$ cat src/apbmon_pkg.sv
// Package for the APB protocol monitor: bus phase encoding, sample and
// result flag structs, and default constants.
// No dependencies.
package apbmon_pkg;

    // Default widths of the monitored bus
    localparam int unsigned ADDR_WIDTH_DEF = 32;
    localparam int unsigned DATA_WIDTH_DEF = 32;

    // Timeout limit register
    localparam int unsigned TIMEOUT_WIDTH = 16;
    localparam logic [TIMEOUT_WIDTH-1:0] TIMEOUT_RESET = 16'd100;
    localparam logic [TIMEOUT_WIDTH-1:0] ACCESS_CNT_MAX = '1;

    // APB transfer phase
    typedef enum logic [1:0] {
        PH_IDLE   = 2'd0,
        PH_SETUP  = 2'd1,
        PH_ACCESS = 2'd2
    } phase_t;

    // Single-bit bus signals of one sample
    typedef struct packed {
        logic reset_n;
        logic select;
        logic enable;
        logic write_dir;
        logic ready_req;
        logic slave_err;
    } ctrl_t;

    // Per-sample check results
    typedef struct packed {
        logic err_reset_abort;
        logic err_addr_unstable_setup;
        logic err_addr_unstable_access;
        logic err_data_unstable;
        logic err_drop_setup;
        logic err_drop_access;
        logic err_slave;
        logic err_timeout;
        logic transfer_done;
    } flags_t;

endpackage

$ cat src/apbmon_check.sv
// APB monitor check core: phase tracking, latched transfer state and the
// per-sample protocol checks. Updates its state once per advanced sample.
// Depends on apbmon_pkg.
module apbmon_check #(
    parameter int unsigned ADDR_WIDTH = apbmon_pkg::ADDR_WIDTH_DEF,
    parameter int unsigned DATA_WIDTH = apbmon_pkg::DATA_WIDTH_DEF
) (
    input  logic                                  aclk,
    input  logic                                  aresetn,
    input  logic                                  step,
    input  apbmon_pkg::ctrl_t                     ctrl,
    input  logic [ADDR_WIDTH-1:0]                 addr,
    input  logic [DATA_WIDTH-1:0]                 wdata,
    input  logic [apbmon_pkg::TIMEOUT_WIDTH-1:0]  limit,
    output apbmon_pkg::flags_t                    flags,
    output apbmon_pkg::phase_t                    phase_next,
    output logic [ADDR_WIDTH-1:0]                 addr_next
);
    import apbmon_pkg::*;

    phase_t                   phase_reg;
    logic [ADDR_WIDTH-1:0]    held_addr_reg;
    logic [DATA_WIDTH-1:0]    held_data_reg, held_data_next;
    logic                     data_held_reg, data_held_next;
    logic [TIMEOUT_WIDTH-1:0] acc_cnt_reg, acc_cnt_next;
    logic [TIMEOUT_WIDTH-1:0] acc_cnt_inc;
    logic                     addr_diff;
    logic                     data_diff;

    assign acc_cnt_inc = (acc_cnt_reg == ACCESS_CNT_MAX) ? acc_cnt_reg
                                                         : acc_cnt_reg + 1'b1;
    assign addr_diff   = (addr != held_addr_reg);
    assign data_diff   = ctrl.write_dir && data_held_reg && (wdata != held_data_reg);

    // Next phase
    always_comb begin
        phase_next = phase_reg;
        if (!ctrl.reset_n) begin
            phase_next = PH_IDLE;
        end else begin
            case (phase_reg)
                PH_IDLE: begin
                    if (ctrl.select && !ctrl.enable) phase_next = PH_SETUP;
                end
                PH_SETUP: begin
                    if (ctrl.select && ctrl.enable) phase_next = PH_ACCESS;
                    else if (!ctrl.select)          phase_next = PH_IDLE;
                end
                PH_ACCESS: begin
                    if (ctrl.ready_req || !ctrl.select || !ctrl.enable ||
                        (acc_cnt_inc > limit)) begin
                        phase_next = PH_IDLE;
                    end
                end
                default: phase_next = PH_IDLE;
            endcase
        end
    end

    // Check flags
    always_comb begin
        flags = '0;
        if (!ctrl.reset_n) begin
            flags.err_reset_abort = (phase_reg != PH_IDLE);
            flags.transfer_done   = (phase_reg != PH_IDLE);
        end else begin
            case (phase_reg)
                PH_IDLE: ;
                PH_SETUP: begin
                    flags.err_addr_unstable_setup = addr_diff;
                    if (!ctrl.enable || !ctrl.select) begin
                        flags.err_drop_setup = !ctrl.select;
                        flags.transfer_done  = !ctrl.select;
                    end
                end
                PH_ACCESS: begin
                    flags.err_addr_unstable_access = addr_diff;
                    flags.err_data_unstable        = data_diff;
                    if (ctrl.ready_req) begin
                        flags.err_slave     = ctrl.slave_err;
                        flags.transfer_done = 1'b1;
                    end else if (!ctrl.select || !ctrl.enable) begin
                        flags.err_drop_access = 1'b1;
                        flags.transfer_done   = 1'b1;
                    end else if (acc_cnt_inc > limit) begin
                        flags.err_timeout   = 1'b1;
                        flags.transfer_done = 1'b1;
                    end
                end
                default: ;
            endcase
        end
    end

    // Latched transfer state
    always_comb begin
        addr_next      = held_addr_reg;
        held_data_next = held_data_reg;
        data_held_next = data_held_reg;
        acc_cnt_next   = acc_cnt_reg;
        if (ctrl.reset_n && phase_reg == PH_IDLE && ctrl.select && !ctrl.enable) begin
            addr_next      = addr;
            data_held_next = ctrl.write_dir;
            if (ctrl.write_dir) held_data_next = wdata;
        end
        if (ctrl.reset_n && phase_reg == PH_ACCESS) acc_cnt_next = acc_cnt_inc;
        if (ctrl.reset_n && phase_reg == PH_SETUP && phase_next == PH_ACCESS) begin
            acc_cnt_next = TIMEOUT_WIDTH'(1);
        end
        if (phase_next == PH_IDLE) begin
            data_held_next = 1'b0;
            acc_cnt_next   = '0;
        end
    end

    always_ff @(posedge aclk) begin
        if (!aresetn) begin
            phase_reg     <= PH_IDLE;
            held_addr_reg <= '0;
            held_data_reg <= '0;
            data_held_reg <= 1'b0;
            acc_cnt_reg   <= '0;
        end else if (step) begin
            phase_reg     <= phase_next;
            held_addr_reg <= addr_next;
            held_data_reg <= held_data_next;
            data_held_reg <= data_held_next;
            acc_cnt_reg   <= acc_cnt_next;
        end
    end

endmodule

$ cat src/apb_protocol_monitor_core.sv
// Top level of the APB protocol monitor: sample input register, check core,
// result register and the timeout limit register.
// Depends on apbmon_pkg and apbmon_check.
//
// Passive APB checker. Each transaction on the s_ channel is one sample of the
// bus (one PCLK); each produces exactly one result transaction on the m_
// channel carrying the error flags, transfer_done, the phase after the sample
// and the latched transfer address. One sample is taken per cycle unless a
// full result register waits on m_ready; a sample goes through the sample
// register, then the result register, with a single short pass of check
// logic between them. The timeout limit (reset 100) is written through the
// cfg_ channel while the monitor is idle, a rule for the user the block does
// not enforce; a timeout fires on the limit-th ACCESS sample without PREADY.
module apb_protocol_monitor_core #(
    parameter int unsigned ADDR_WIDTH = apbmon_pkg::ADDR_WIDTH_DEF,
    parameter int unsigned DATA_WIDTH = apbmon_pkg::DATA_WIDTH_DEF
) (
    input  logic                                  aclk,
    input  logic                                  aresetn,
    // timeout limit register write
    input  logic                                  cfg_valid,
    output logic                                  cfg_ready,
    input  logic [apbmon_pkg::TIMEOUT_WIDTH-1:0]  cfg_data,
    // bus samples
    input  logic                                  s_valid,
    output logic                                  s_ready,
    input  logic                                  s_reset_n,
    input  logic                                  s_select,
    input  logic                                  s_enable,
    input  logic                                  s_write_dir,
    input  logic                                  s_ready_req,
    input  logic                                  s_slave_err,
    input  logic [ADDR_WIDTH-1:0]                 s_address,
    input  logic [DATA_WIDTH-1:0]                 s_write_data,
    // check results
    output logic                                  m_valid,
    input  logic                                  m_ready,
    output logic                                  m_err_reset_abort,
    output logic                                  m_err_addr_unstable_setup,
    output logic                                  m_err_addr_unstable_access,
    output logic                                  m_err_data_unstable,
    output logic                                  m_err_drop_setup,
    output logic                                  m_err_drop_access,
    output logic                                  m_err_slave,
    output logic                                  m_err_timeout,
    output logic                                  m_transfer_done,
    output logic [1:0]                            m_phase,
    output logic [ADDR_WIDTH-1:0]                 m_report_address
);
    import apbmon_pkg::*;

    logic [TIMEOUT_WIDTH-1:0] limit_reg;
    logic                     in_valid_reg;
    ctrl_t                    in_ctrl_reg;
    logic [ADDR_WIDTH-1:0]    in_addr_reg;
    logic [DATA_WIDTH-1:0]    in_data_reg;
    logic                     out_valid_reg;
    flags_t                   out_flags_reg;
    phase_t                   out_phase_reg;
    logic [ADDR_WIDTH-1:0]    out_addr_reg;
    logic                     advance;
    flags_t                   flags;
    phase_t                   phase_next;
    logic [ADDR_WIDTH-1:0]    addr_next;

    // Limit register, always writable
    assign cfg_ready = 1'b1;
    always_ff @(posedge aclk) begin
        if (!aresetn) begin
            limit_reg <= TIMEOUT_RESET;
        end else if (cfg_valid) begin
            limit_reg <= cfg_data;
        end
    end

    // Sample moves to the result register when that slot is free or drains
    assign advance = in_valid_reg && (!out_valid_reg || m_ready);
    assign s_ready = !in_valid_reg || advance;

    // Sample register
    always_ff @(posedge aclk) begin
        if (!aresetn) begin
            in_valid_reg <= 1'b0;
        end else if (s_ready) begin
            in_valid_reg <= s_valid;
        end
    end

    always_ff @(posedge aclk) begin
        if (s_valid && s_ready) begin
            in_ctrl_reg <= '{reset_n:   s_reset_n,
                             select:    s_select,
                             enable:    s_enable,
                             write_dir: s_write_dir,
                             ready_req: s_ready_req,
                             slave_err: s_slave_err};
            in_addr_reg <= s_address;
            in_data_reg <= s_write_data;
        end
    end

    apbmon_check #(
        .ADDR_WIDTH(ADDR_WIDTH),
        .DATA_WIDTH(DATA_WIDTH)
    ) u_check (
        .aclk       (aclk),
        .aresetn    (aresetn),
        .step       (advance),
        .ctrl       (in_ctrl_reg),
        .addr       (in_addr_reg),
        .wdata      (in_data_reg),
        .limit      (limit_reg),
        .flags      (flags),
        .phase_next (phase_next),
        .addr_next  (addr_next)
    );

    // Result register
    always_ff @(posedge aclk) begin
        if (!aresetn) begin
            out_valid_reg <= 1'b0;
        end else if (advance) begin
            out_valid_reg <= 1'b1;
        end else if (m_ready) begin
            out_valid_reg <= 1'b0;
        end
    end

    always_ff @(posedge aclk) begin
        if (advance) begin
            out_flags_reg <= flags;
            out_phase_reg <= phase_next;
            out_addr_reg  <= addr_next;
        end
    end

    assign m_valid                    = out_valid_reg;
    assign m_err_reset_abort          = out_flags_reg.err_reset_abort;
    assign m_err_addr_unstable_setup  = out_flags_reg.err_addr_unstable_setup;
    assign m_err_addr_unstable_access = out_flags_reg.err_addr_unstable_access;
    assign m_err_data_unstable        = out_flags_reg.err_data_unstable;
    assign m_err_drop_setup           = out_flags_reg.err_drop_setup;
    assign m_err_drop_access          = out_flags_reg.err_drop_access;
    assign m_err_slave                = out_flags_reg.err_slave;
    assign m_err_timeout              = out_flags_reg.err_timeout;
    assign m_transfer_done            = out_flags_reg.transfer_done;
    assign m_phase                    = 2'(out_phase_reg);
    assign m_report_address           = out_addr_reg;

    // A reset abort always closes a transfer
    a_abort_done: assert property (@(posedge aclk) disable iff (!aresetn)
        (m_valid && m_err_reset_abort) |-> m_transfer_done)
        else $error("reset abort without transfer_done");

    // Terminating errors always close a transfer
    a_term_done: assert property (@(posedge aclk) disable iff (!aresetn)
        (m_valid && (m_err_drop_setup || m_err_drop_access ||
                     m_err_timeout || m_err_slave)) |-> m_transfer_done)
        else $error("terminating error without transfer_done");

    // A finished transfer leaves the bus idle
    a_done_idle: assert property (@(posedge aclk) disable iff (!aresetn)
        (m_valid && m_transfer_done) |-> (m_phase == 2'(PH_IDLE)))
        else $error("transfer_done with phase not idle");

endmodule
$ cat config.mk
export PLATFORM = sky130hd
export DESIGN_NAME = apb_protocol_monitor_core
export DESIGN_NICKNAME = d
export VERILOG_FILES = /design/src/apbmon_pkg.sv /design/src/apbmon_check.sv /design/src/apb_protocol_monitor_core.sv
export SDC_FILE = /design/constraint.sdc
export NUM_CORES = 1
export LEC_CHECK = 0
export BUFFER_PORTS_ARGS = -buffer_cell sky130_fd_sc_hd__buf_2
export CAP_MARGIN = 25
export CORE_MARGIN = 3
export CORE_UTILIZATION = 42
export CTS_CLUSTER_SIZE = 25
export DETAILED_ROUTE_END_ITERATION = 10
export PLACE_DENSITY_LB_ADDON = 0.15
export SLEW_MARGIN = 20
export SYNTH_ARGS = -nofsm -noshare
export SYNTH_HDL_FRONTEND = slang
export SYNTH_SLANG_ARGS = --single-unit
export TNS_END_PERCENT = 10
$ cat constraint.sdc
create_clock -name aclk -period 5.15 [get_ports aclk]
set_input_delay 0.2575 -clock aclk [delete_from_list [all_inputs] [get_ports aclk]]
set_output_delay 0.2575 -clock aclk [all_outputs]
set_load 0.01 [all_outputs]
* Word-level counts from Yosys, hierarchy flattened
Index checks and enable logic that the tools add are counted.
** Word-level totals
- Word-level logic and storage cells :: 95
- Input port bits :: 91
- Register bits after elaboration :: 214
- Output and inout port bits :: 46
** Cells by class
- Bitwise gates (word level) :: 2
- Add/sub/neg operators :: 1
- Muxes and demuxes :: 22
- Equal/unequal tests :: 6
- Order comparisons :: 1
- Reductions and logical operators :: 36
** Operator list (count)
- 2-to-1 mux 16 bit :: 4
- inequality test 32 bit :: 2
- 2-to-1 mux 32 bit :: 1
- adder 16 x 1 -> 16 bit, second input constant :: 1
- equality test 16 bit, second input constant :: 1
- greater-than comparator 16 bit :: 1
- logical AND 1 bit :: 12
- 2-to-1 mux 2 bit :: 6
- 2-to-1 mux 1 bit :: 9
- AND reduction 2 bit :: 4
- logical OR 1 bit :: 6
- one-hot mux 2 bit (3 select lines) :: 1
- AND reduction 3 bit :: 2
- nonzero test 2 bit :: 3
- equality test 2 bit, second input constant :: 2
- logical NOT 1 bit :: 4
- logical NOT 2 bit :: 2
- OR reduction 4 bit :: 1
- nonzero test 3 bit :: 1
- OR reduction 3 bit :: 1
- equality test 2 x 1 -> 1 bit, second input constant :: 1
- inverter 1 bit :: 2
- one-hot mux 1 bit (2 select lines) :: 1

* Depth between registers and ports, before layout
Gate-level depths: netlist (run 1).
- Depth in word-level cells :: 11
- Gate-level depth with buffers :: 19

* Cells and area by module
A second synthesis (run 1) with hierarchy kept.
** Second synthesis, totals
- Cells, all modules :: 838
- Area, all modules :: 9512.9 µm²
** Modules (own cells, without submodules)
- apbmon_check :: area an instance 5415.2 µm², times used 1, cells an instance 663
- apb_protocol_monitor_core :: area an instance 4097.7 µm², times used 1, cells an instance 175

* Worst setup path after synthesis (run 1)
No wires, ideal clock.
- Kind :: reg-to-reg
- From :: register u_check.acc_cnt_reg[3]
- To :: register u_check.acc_cnt_reg[3]
- Stages on the path, launching flop included :: 19
- Arrival time :: 3.970 ns
- Slack :: 1.106 ns
- Setup time :: 0.074 ns
- Buffers on the path :: 2
- Cell sequence :: dfxtp_1 clkbuf_1 and4_1 nand4_1 nor2_1 and3_1 clkbuf_1 nor2_1 nand4_1 xnor2_1 ha_1 a21oi_1 nor3_1 a2111oi_4 a31oi_2 o41ai_4 nand2_2 or4_1 a31oi_1
** On the way
- Longest elaborated chain between the ends :: 11
- Elaborated cells on any way between the ends :: 16
- Classes of those cells :: 1 x add/sub; 1 x order compare; 2 x eq/ne; 7 x mux; 5 x reduce/logical
** RTL lines
- from (decl) :: line apbmon_check.sv:25 : logic [TIMEOUT_WIDTH-1:0] acc_cnt_reg, acc_cnt_next;
- from (signal assigned) :: line apbmon_check.sv:128 : acc_cnt_reg <= acc_cnt_next;
- adder 16 x 1 -> 16 bit / equality test 16 bit (equally long branches) :: line apbmon_check.sv:31, apbmon_check.sv:30
- 2-to-1 mux 16 bit * :: line apbmon_check.sv:30 : assign acc_cnt_inc = (acc_cnt_reg == ACCESS_CNT_MAX) ? acc_cnt_reg
- greater-than comparator 16 bit :: line apbmon_check.sv:51 : (acc_cnt_inc > limit)) begin
- logical OR 1 bit :: line apbmon_check.sv:50 : if (ctrl.ready_req || !ctrl.select || !ctrl.enable ||
- 2-to-1 mux 2 bit :: line apbmon_check.sv:50
- one-hot mux 2 bit (3 select lines) :: line apbmon_check.sv:41 : case (phase_reg)
- 2-to-1 mux 2 bit :: line apbmon_check.sv:38 : if (!ctrl.reset_n) begin
- equality test 2 bit :: line apbmon_check.sv:107 : if (ctrl.reset_n && phase_reg == PH_SETUP && phase_next == PH_ACCESS) begin
- logical AND 1 bit :: line apbmon_check.sv:107
- nonzero test 3 bit (no source line) / 2-to-1 mux 16 bit (equally long branches)
- AND reduction 2 bit (no source line) / 2-to-1 mux 16 bit (equally long branches)
Mark *: on every way between the ends. The rest lies on a longest branch, timed or not. The select of a mux whose other input is x is not followed.
A chain may end at the register's enable or synchronous reset.

* Worst setup path in the final report (run 1)
- From :: register u_check.acc_cnt_reg[3]
- To :: register u_check.acc_cnt_reg[1]
The elaborated chain is that of the path after synthesis.

==> run summary, run 1 <==
worst vdd ir: 0.231 mV
Finished Layout Cells: 1382
Port Buffers: 135
# H-tree levels: 1
Starting Density: 43.0%
final setup fails: 0
commonest non-fill, non-tap cells in the layout: nand2_1, buf_2, edfxtp_1
Hold Path Class: in2reg
post-synthesis net count: 989
Top FF cell, synth: edfxtp_1
Worst-path clk slew: 0.06 ns
Critical Path Source Type: flip-flop
Req. time, crit path: 5.60 ns
post-layout min period: 4.58 ns
Clk Tree Root Cell: clkbuf_16
worst path arrival time: 5.03 ns
Worst Setup End Kind: flip-flop
Chip Height: 153 um
Syn Area/Cell: 10.4 um^2
cts-stage hold buffer count: 86
Die Area: 23400 um^2
drt first pass iters: 5
RSZ-0062 raised after global routing: no
final setup margin: 0.566 ns
core region area: 21200 um^2
DP HPWL: 12800 um
# nets final: 1201
Leak: 4.71 nW
Area Overhead vs Synth: 27.9%
starting DRC count in detailed routing: 392
synthesized instance count: 877
first-pass GRT wire length: 33500 um
Final Hold Fails: 0
CP max FO: 14
status: finished, final reports clean
number of cell rows: 53
library cells used by synthesis: 49
vias: 6744
Wirelength per Cell: 15.0 um
Post-CTS Setup Bufs: 0
worst rel slew slack: 30.8%
Fmax: 0.218 GHz
Max Cap Violations: 0
antenna violations before repair: 0
Final ANT Viol Nets: 0
PD cells: 336 nW/um^2
CTS tree: built
fin crit share: 89.0%
I/O pin total: 137
drt total wl: 20800 um
Overall Global Routing Usage: 17.3%
number of synthesized flops with an enable pin: 113
share of layout cells above drive strength 1: 16.8%
vias in the first global route: 6374
yosys warns: 0
via/cell ratio: 4.88
largest net degree at the start of global routing: 71
DP Cell Count: 1251
RD Place Congestion: 0.800
clock skew: 0.00728 ns
CTS Buf Count: 24
Crit Path Class: reg2reg
Slew Viols, Final: 0
Post-synth ARST share: 0%
synthesized area: 9090 um^2
#FFs+latches synth: 214
CTS Buffer Depth: 3
Clock Latency Late Sink: 0.51 ns
sequential-to-total area share from yosys stat: 59.6%
chip width: 153 um
dpl ws: 0.579 ns
commonest non-fill, non-tap cell in the layout: nand2_1
ant diodes: 0
CTS sink cnt: 214
setup total negative slack: 0 ns
Overflow after GRT: 0
Least-Margin Pin Slew: 1.04 ns
Residual DRC: 0
post-CTS sizing: 0
-- cell type report --
| type | count | area, um^2 |
|---|---|---|
| clock inverters | 5 | 48.8 |
| well taps | 275 | 344 |
| flip-flops and latches | 214 | 5420 |
| inverters | 22 | 83.8 |
| fillers | 1848 | 9530 |
| repair buffers | 228 | 1600 |
| multi-input cells | 599 | 3430 |
| clock buffers | 39 | 698 |
-- final timing paths --
path	startpoint	to	slack [ns]	depth (start not counted)
min reg2reg	u_check.held_data_reg[31]$_SDFFE_PN0P_	u_check.held_data_reg[31]$_SDFFE_PN0P_	0.47	2
max	u_check.acc_cnt_reg[3]$_SDFFE_PN0P_	u_check.acc_cnt_reg[1]$_SDFFE_PN0P_	0.57	16
min	cfg_data[3]	limit_reg[3]$_SDFFE_PN0P_	0.03	3
max reg2reg	u_check.acc_cnt_reg[3]$_SDFFE_PN0P_	u_check.acc_cnt_reg[1]$_SDFFE_PN0P_	0.57	16
-- critical path: stages, from the launching register on --
cell,delay [ns]
dfxtp_1,0.46
and4_1,0.33
nand4_1,0.14
nor2_1,0.22
and3_1,0.29
nor2_1,0.14
nand4_1,0.13
xnor2_1,0.16
ha_1,0.28
a21oi_1,0.14
nor3_1,0.09
a2111oi_4,0.34
a31oi_2,0.25
o41ai_4,0.57
nand2_2,0.13
nor4_4,0.61
a22o_1,0.25
-- kinds of logic after synthesis --
family | Yosys count | share of synthesized area, %
AO/OA/AOI/OAI | 94 | 7.05
buffers and inverters | 64 | 2.73
AND/OR/NAND/NOR | 393 | 18.8
multiplexers | 16 | 1.79
other | 1 | 0.0413
XOR/XNOR | 74 | 7.13
flip-flops | 214 | 59.6
adder cells (fa/ha/maj) | 21 | 2.89
-- synth_stat cells (all sizes together), types with 5 or more instances --
master,number,area [um^2]
xor2,35,307
nor4,12,90.1
and2,5,31.3
nand3,12,60.1
nand2b,5,31.3
nor2b,5,31.3
nand4,17,106
edfxtp,113,3390
clkbuf,37,139
dfxtp,101,2020
a21oi,50,254
nand2,192,723
nor3,34,170
nor2,99,372
xnor2,39,342
a22o,16,140
ha,21,263
mux2i,14,140
inv,22,82.6
o21ai,6,30.0
buf,5,26.3
-- layer usage --
| layer | GRT usage (%) | up-vias | wire (um) | share of wire (%) |
|---|---|---|---|---|
| li1 | - | 3443 | - | - |
| met5 | 0 | - | 0 | 0 |
| met1 | 25.6 | 3109 | 10200 | 49 |
| met3 | 2.60 | 35 | 972 | 4.7 |
| met4 | 4.88 | 0 | 499 | 2.4 |
| met2 | 26.5 | 157 | 9110 | 44 |
-- through the flow --
stage	total power [mW]	utilization, %	instance area [um^2]	hold slack (ns)
floorplan	2.15	-	9090	0.356
global placement	2.26	47.2	9990	0.433
detailed placement	2.26	47.2	9990	0.436
CTS	3.95	54.8	11600	0.00920
global route	4.06	54.9	11600	0.0251
finish	3.90	54.9	11600	0.0291
-- where the power goes --
group          leakage, nW  internal, mW  switching, mW
logic                 2.43         0.157          0.181
registers             1.92          1.89         0.0514
clock network        0.364         0.972          0.653
Note: power is estimated with default switching activity, not from simulation.
==> inputs of run 2 (changes only) <==
--- a/config.mk
+++ b/config.mk
@@ -11,6 +11,7 @@
 export CORE_UTILIZATION = 42
 export CTS_CLUSTER_SIZE = 25
 export DETAILED_ROUTE_END_ITERATION = 10
+export HOLD_SLACK_MARGIN = 0.15
 export PLACE_DENSITY_LB_ADDON = 0.15
 export SLEW_MARGIN = 20
 export SYNTH_ARGS = -nofsm -noshare
==> run summary, run 2 (synthesis gave the netlist of run 1 again) <==
CP max FO: 14
Least-Margin Pin Slew: 1.04 ns
status: finished, final reports clean
RSZ-0062 raised after global routing: no
via/cell ratio: 4.86
Overflow after GRT: 0
critical path, cell by cell: and4_1, nand4_1, nor2_1, and3_1, nor2_1, nand4_1, xnor2_1, ha_1, a21oi_1, nor3_1, a2111oi_4, a31oi_2, o41ai_4, nand2_2, nor4_4, a22o_1
Port Buffers: 135
grt met1 use: 25.5%
drt first pass iters: 5
Max Cap Violations: 0
I/O pin total: 137
starting DRC count in detailed routing: 367
Clk Tree Root Cell: clkbuf_16
Area Overhead vs Synth: 28.6%
vias in the first global route: 6396
Post-CTS Setup Bufs: 0
placed cell area: 9990 um^2
final setup fails: 0
most used routing layer: met2
Overall Global Routing Usage: 17.3%
share of layout cells above drive strength 1: 16.7%
post-route cell area: 11700 um^2
drt total wl: 20700 um
chip width: 153 um
CTS Buf Count: 24
ant diodes: 0
clock skew: 0.0103 ns
core region area: 21200 um^2
Die Area: 23400 um^2
largest net degree at the start of global routing: 71
commonest non-fill, non-tap cell in the layout: nand2_1
Critical Path Source Type: flip-flop
Critical Path Max Stage Delay: 0.61 ns
Final Hold Fails: 0
commonest non-fill, non-tap cells in the layout: nand2_1, buf_2, edfxtp_1
first-pass GRT wire length: 33500 um
Starting Density: 43.0%
Chip Height: 153 um
setup total negative slack: 0 ns
# nets final: 1208
PD cells: 334 nW/um^2
RD Place Congestion: 0.800
Final ANT Viol Nets: 0
Residual DRC: 0
vias: 6755
Req. time, crit path: 5.60 ns
CP max stage cell: nor4_4
post-layout min period: 4.60 ns
CTS Buffer Depth: 3
DP HPWL: 12800 um
worst path arrival time: 5.04 ns
Worst Setup End Kind: flip-flop
met3 GRT Util: 2.55%
Fmax: 0.218 GHz
Worst-path clk slew: 0.06 ns
worst rel slew slack: 30.6%
number of cell rows: 53
fin crit share: 89.2%
CTS tree: built
antenna violations before repair: 0
Crit Path Class: reg2reg
met2 usage: 26.6%
Leak: 4.73 nW
worst vdd ir: 0.239 mV
Wirelength per Cell: 14.9 um
CTS sink cnt: 214
Slew Viols, Final: 0
Hold Path Class: in2reg
Clock Latency Late Sink: 0.51 ns
worst reg-to-reg setup slack: 0.55 ns
# H-tree levels: 1
[run 2: metal layers]
layer / vias up / routed length [um]
met5: - / 0
met4: 0 / 466
met3: 31 / 836
met2: 151 / 9070
met1: 3118 / 10400
li1: 3455 / -
[run 2: final timing paths]
check / start / to / depth (start not counted)
hold reg to reg: u_check.held_data_reg[31]$_SDFFE_PN0P_ / u_check.held_data_reg[31]$_SDFFE_PN0P_ / 2
setup / recovery: u_check.acc_cnt_reg[3]$_SDFFE_PN0P_ / u_check.acc_cnt_reg[1]$_SDFFE_PN0P_ / 16
setup reg to reg: u_check.acc_cnt_reg[3]$_SDFFE_PN0P_ / u_check.acc_cnt_reg[1]$_SDFFE_PN0P_ / 16
hold / removal: cfg_valid / limit_reg[13]$_SDFFE_PN0P_ / 3
[run 2: layout make-up]
class | count | area (um^2)
clock buffers | 39 | 698
clock inverters | 5 | 48.8
fillers | 1844 | 9460
inverters | 22 | 83.8
multi-input cells | 599 | 3430
flip-flops and latches | 214 | 5420
well taps | 275 | 344
repair buffers | 235 | 1670
[run 2: repair_timing]
action | CTS | global route
hold buffers | 93 | 0
hold endpoints to repair | 89 | 0
endpoints found under the setup margin | 0 | 0
gates resized for setup | 0 | 0
[run 2: where the power goes]
part	switching, mW	internal [mW]	total [mW]
sequential	0.0510	1.89	1.94
combinational	0.182	0.160	0.342
clock	0.651	0.972	1.62
total	0.884	3.02	3.90
[run 2: per-stage QoR]
step           utilization, %  power (mW)  hold WS [ns]  worst slack [ns]  cells
2_1_floorplan               -        2.15         0.356              1.11    877
3_3_place_gp             47.2        2.26         0.433             0.660   1251
3_5_place_dp             47.2        2.26         0.436             0.579   1251
4_1_cts                  55.2        3.96         0.264             0.561   1388
5_1_grt                  55.3        4.07         0.306            0.0934   1389
6_report                 55.3        3.90         0.290             0.555   1389
[run 2: critical path, delay by kind of cell (launching register included)]
family / cells / cell delay (ns)
AOI/OAI and AO/OA: 5 / 1.57
xor gates and xnor gates: 1 / 0.15
adders and majority gates: 1 / 0.28
DFF: 1 / 0.46
and+or+nand+nor: 9 / 2.08
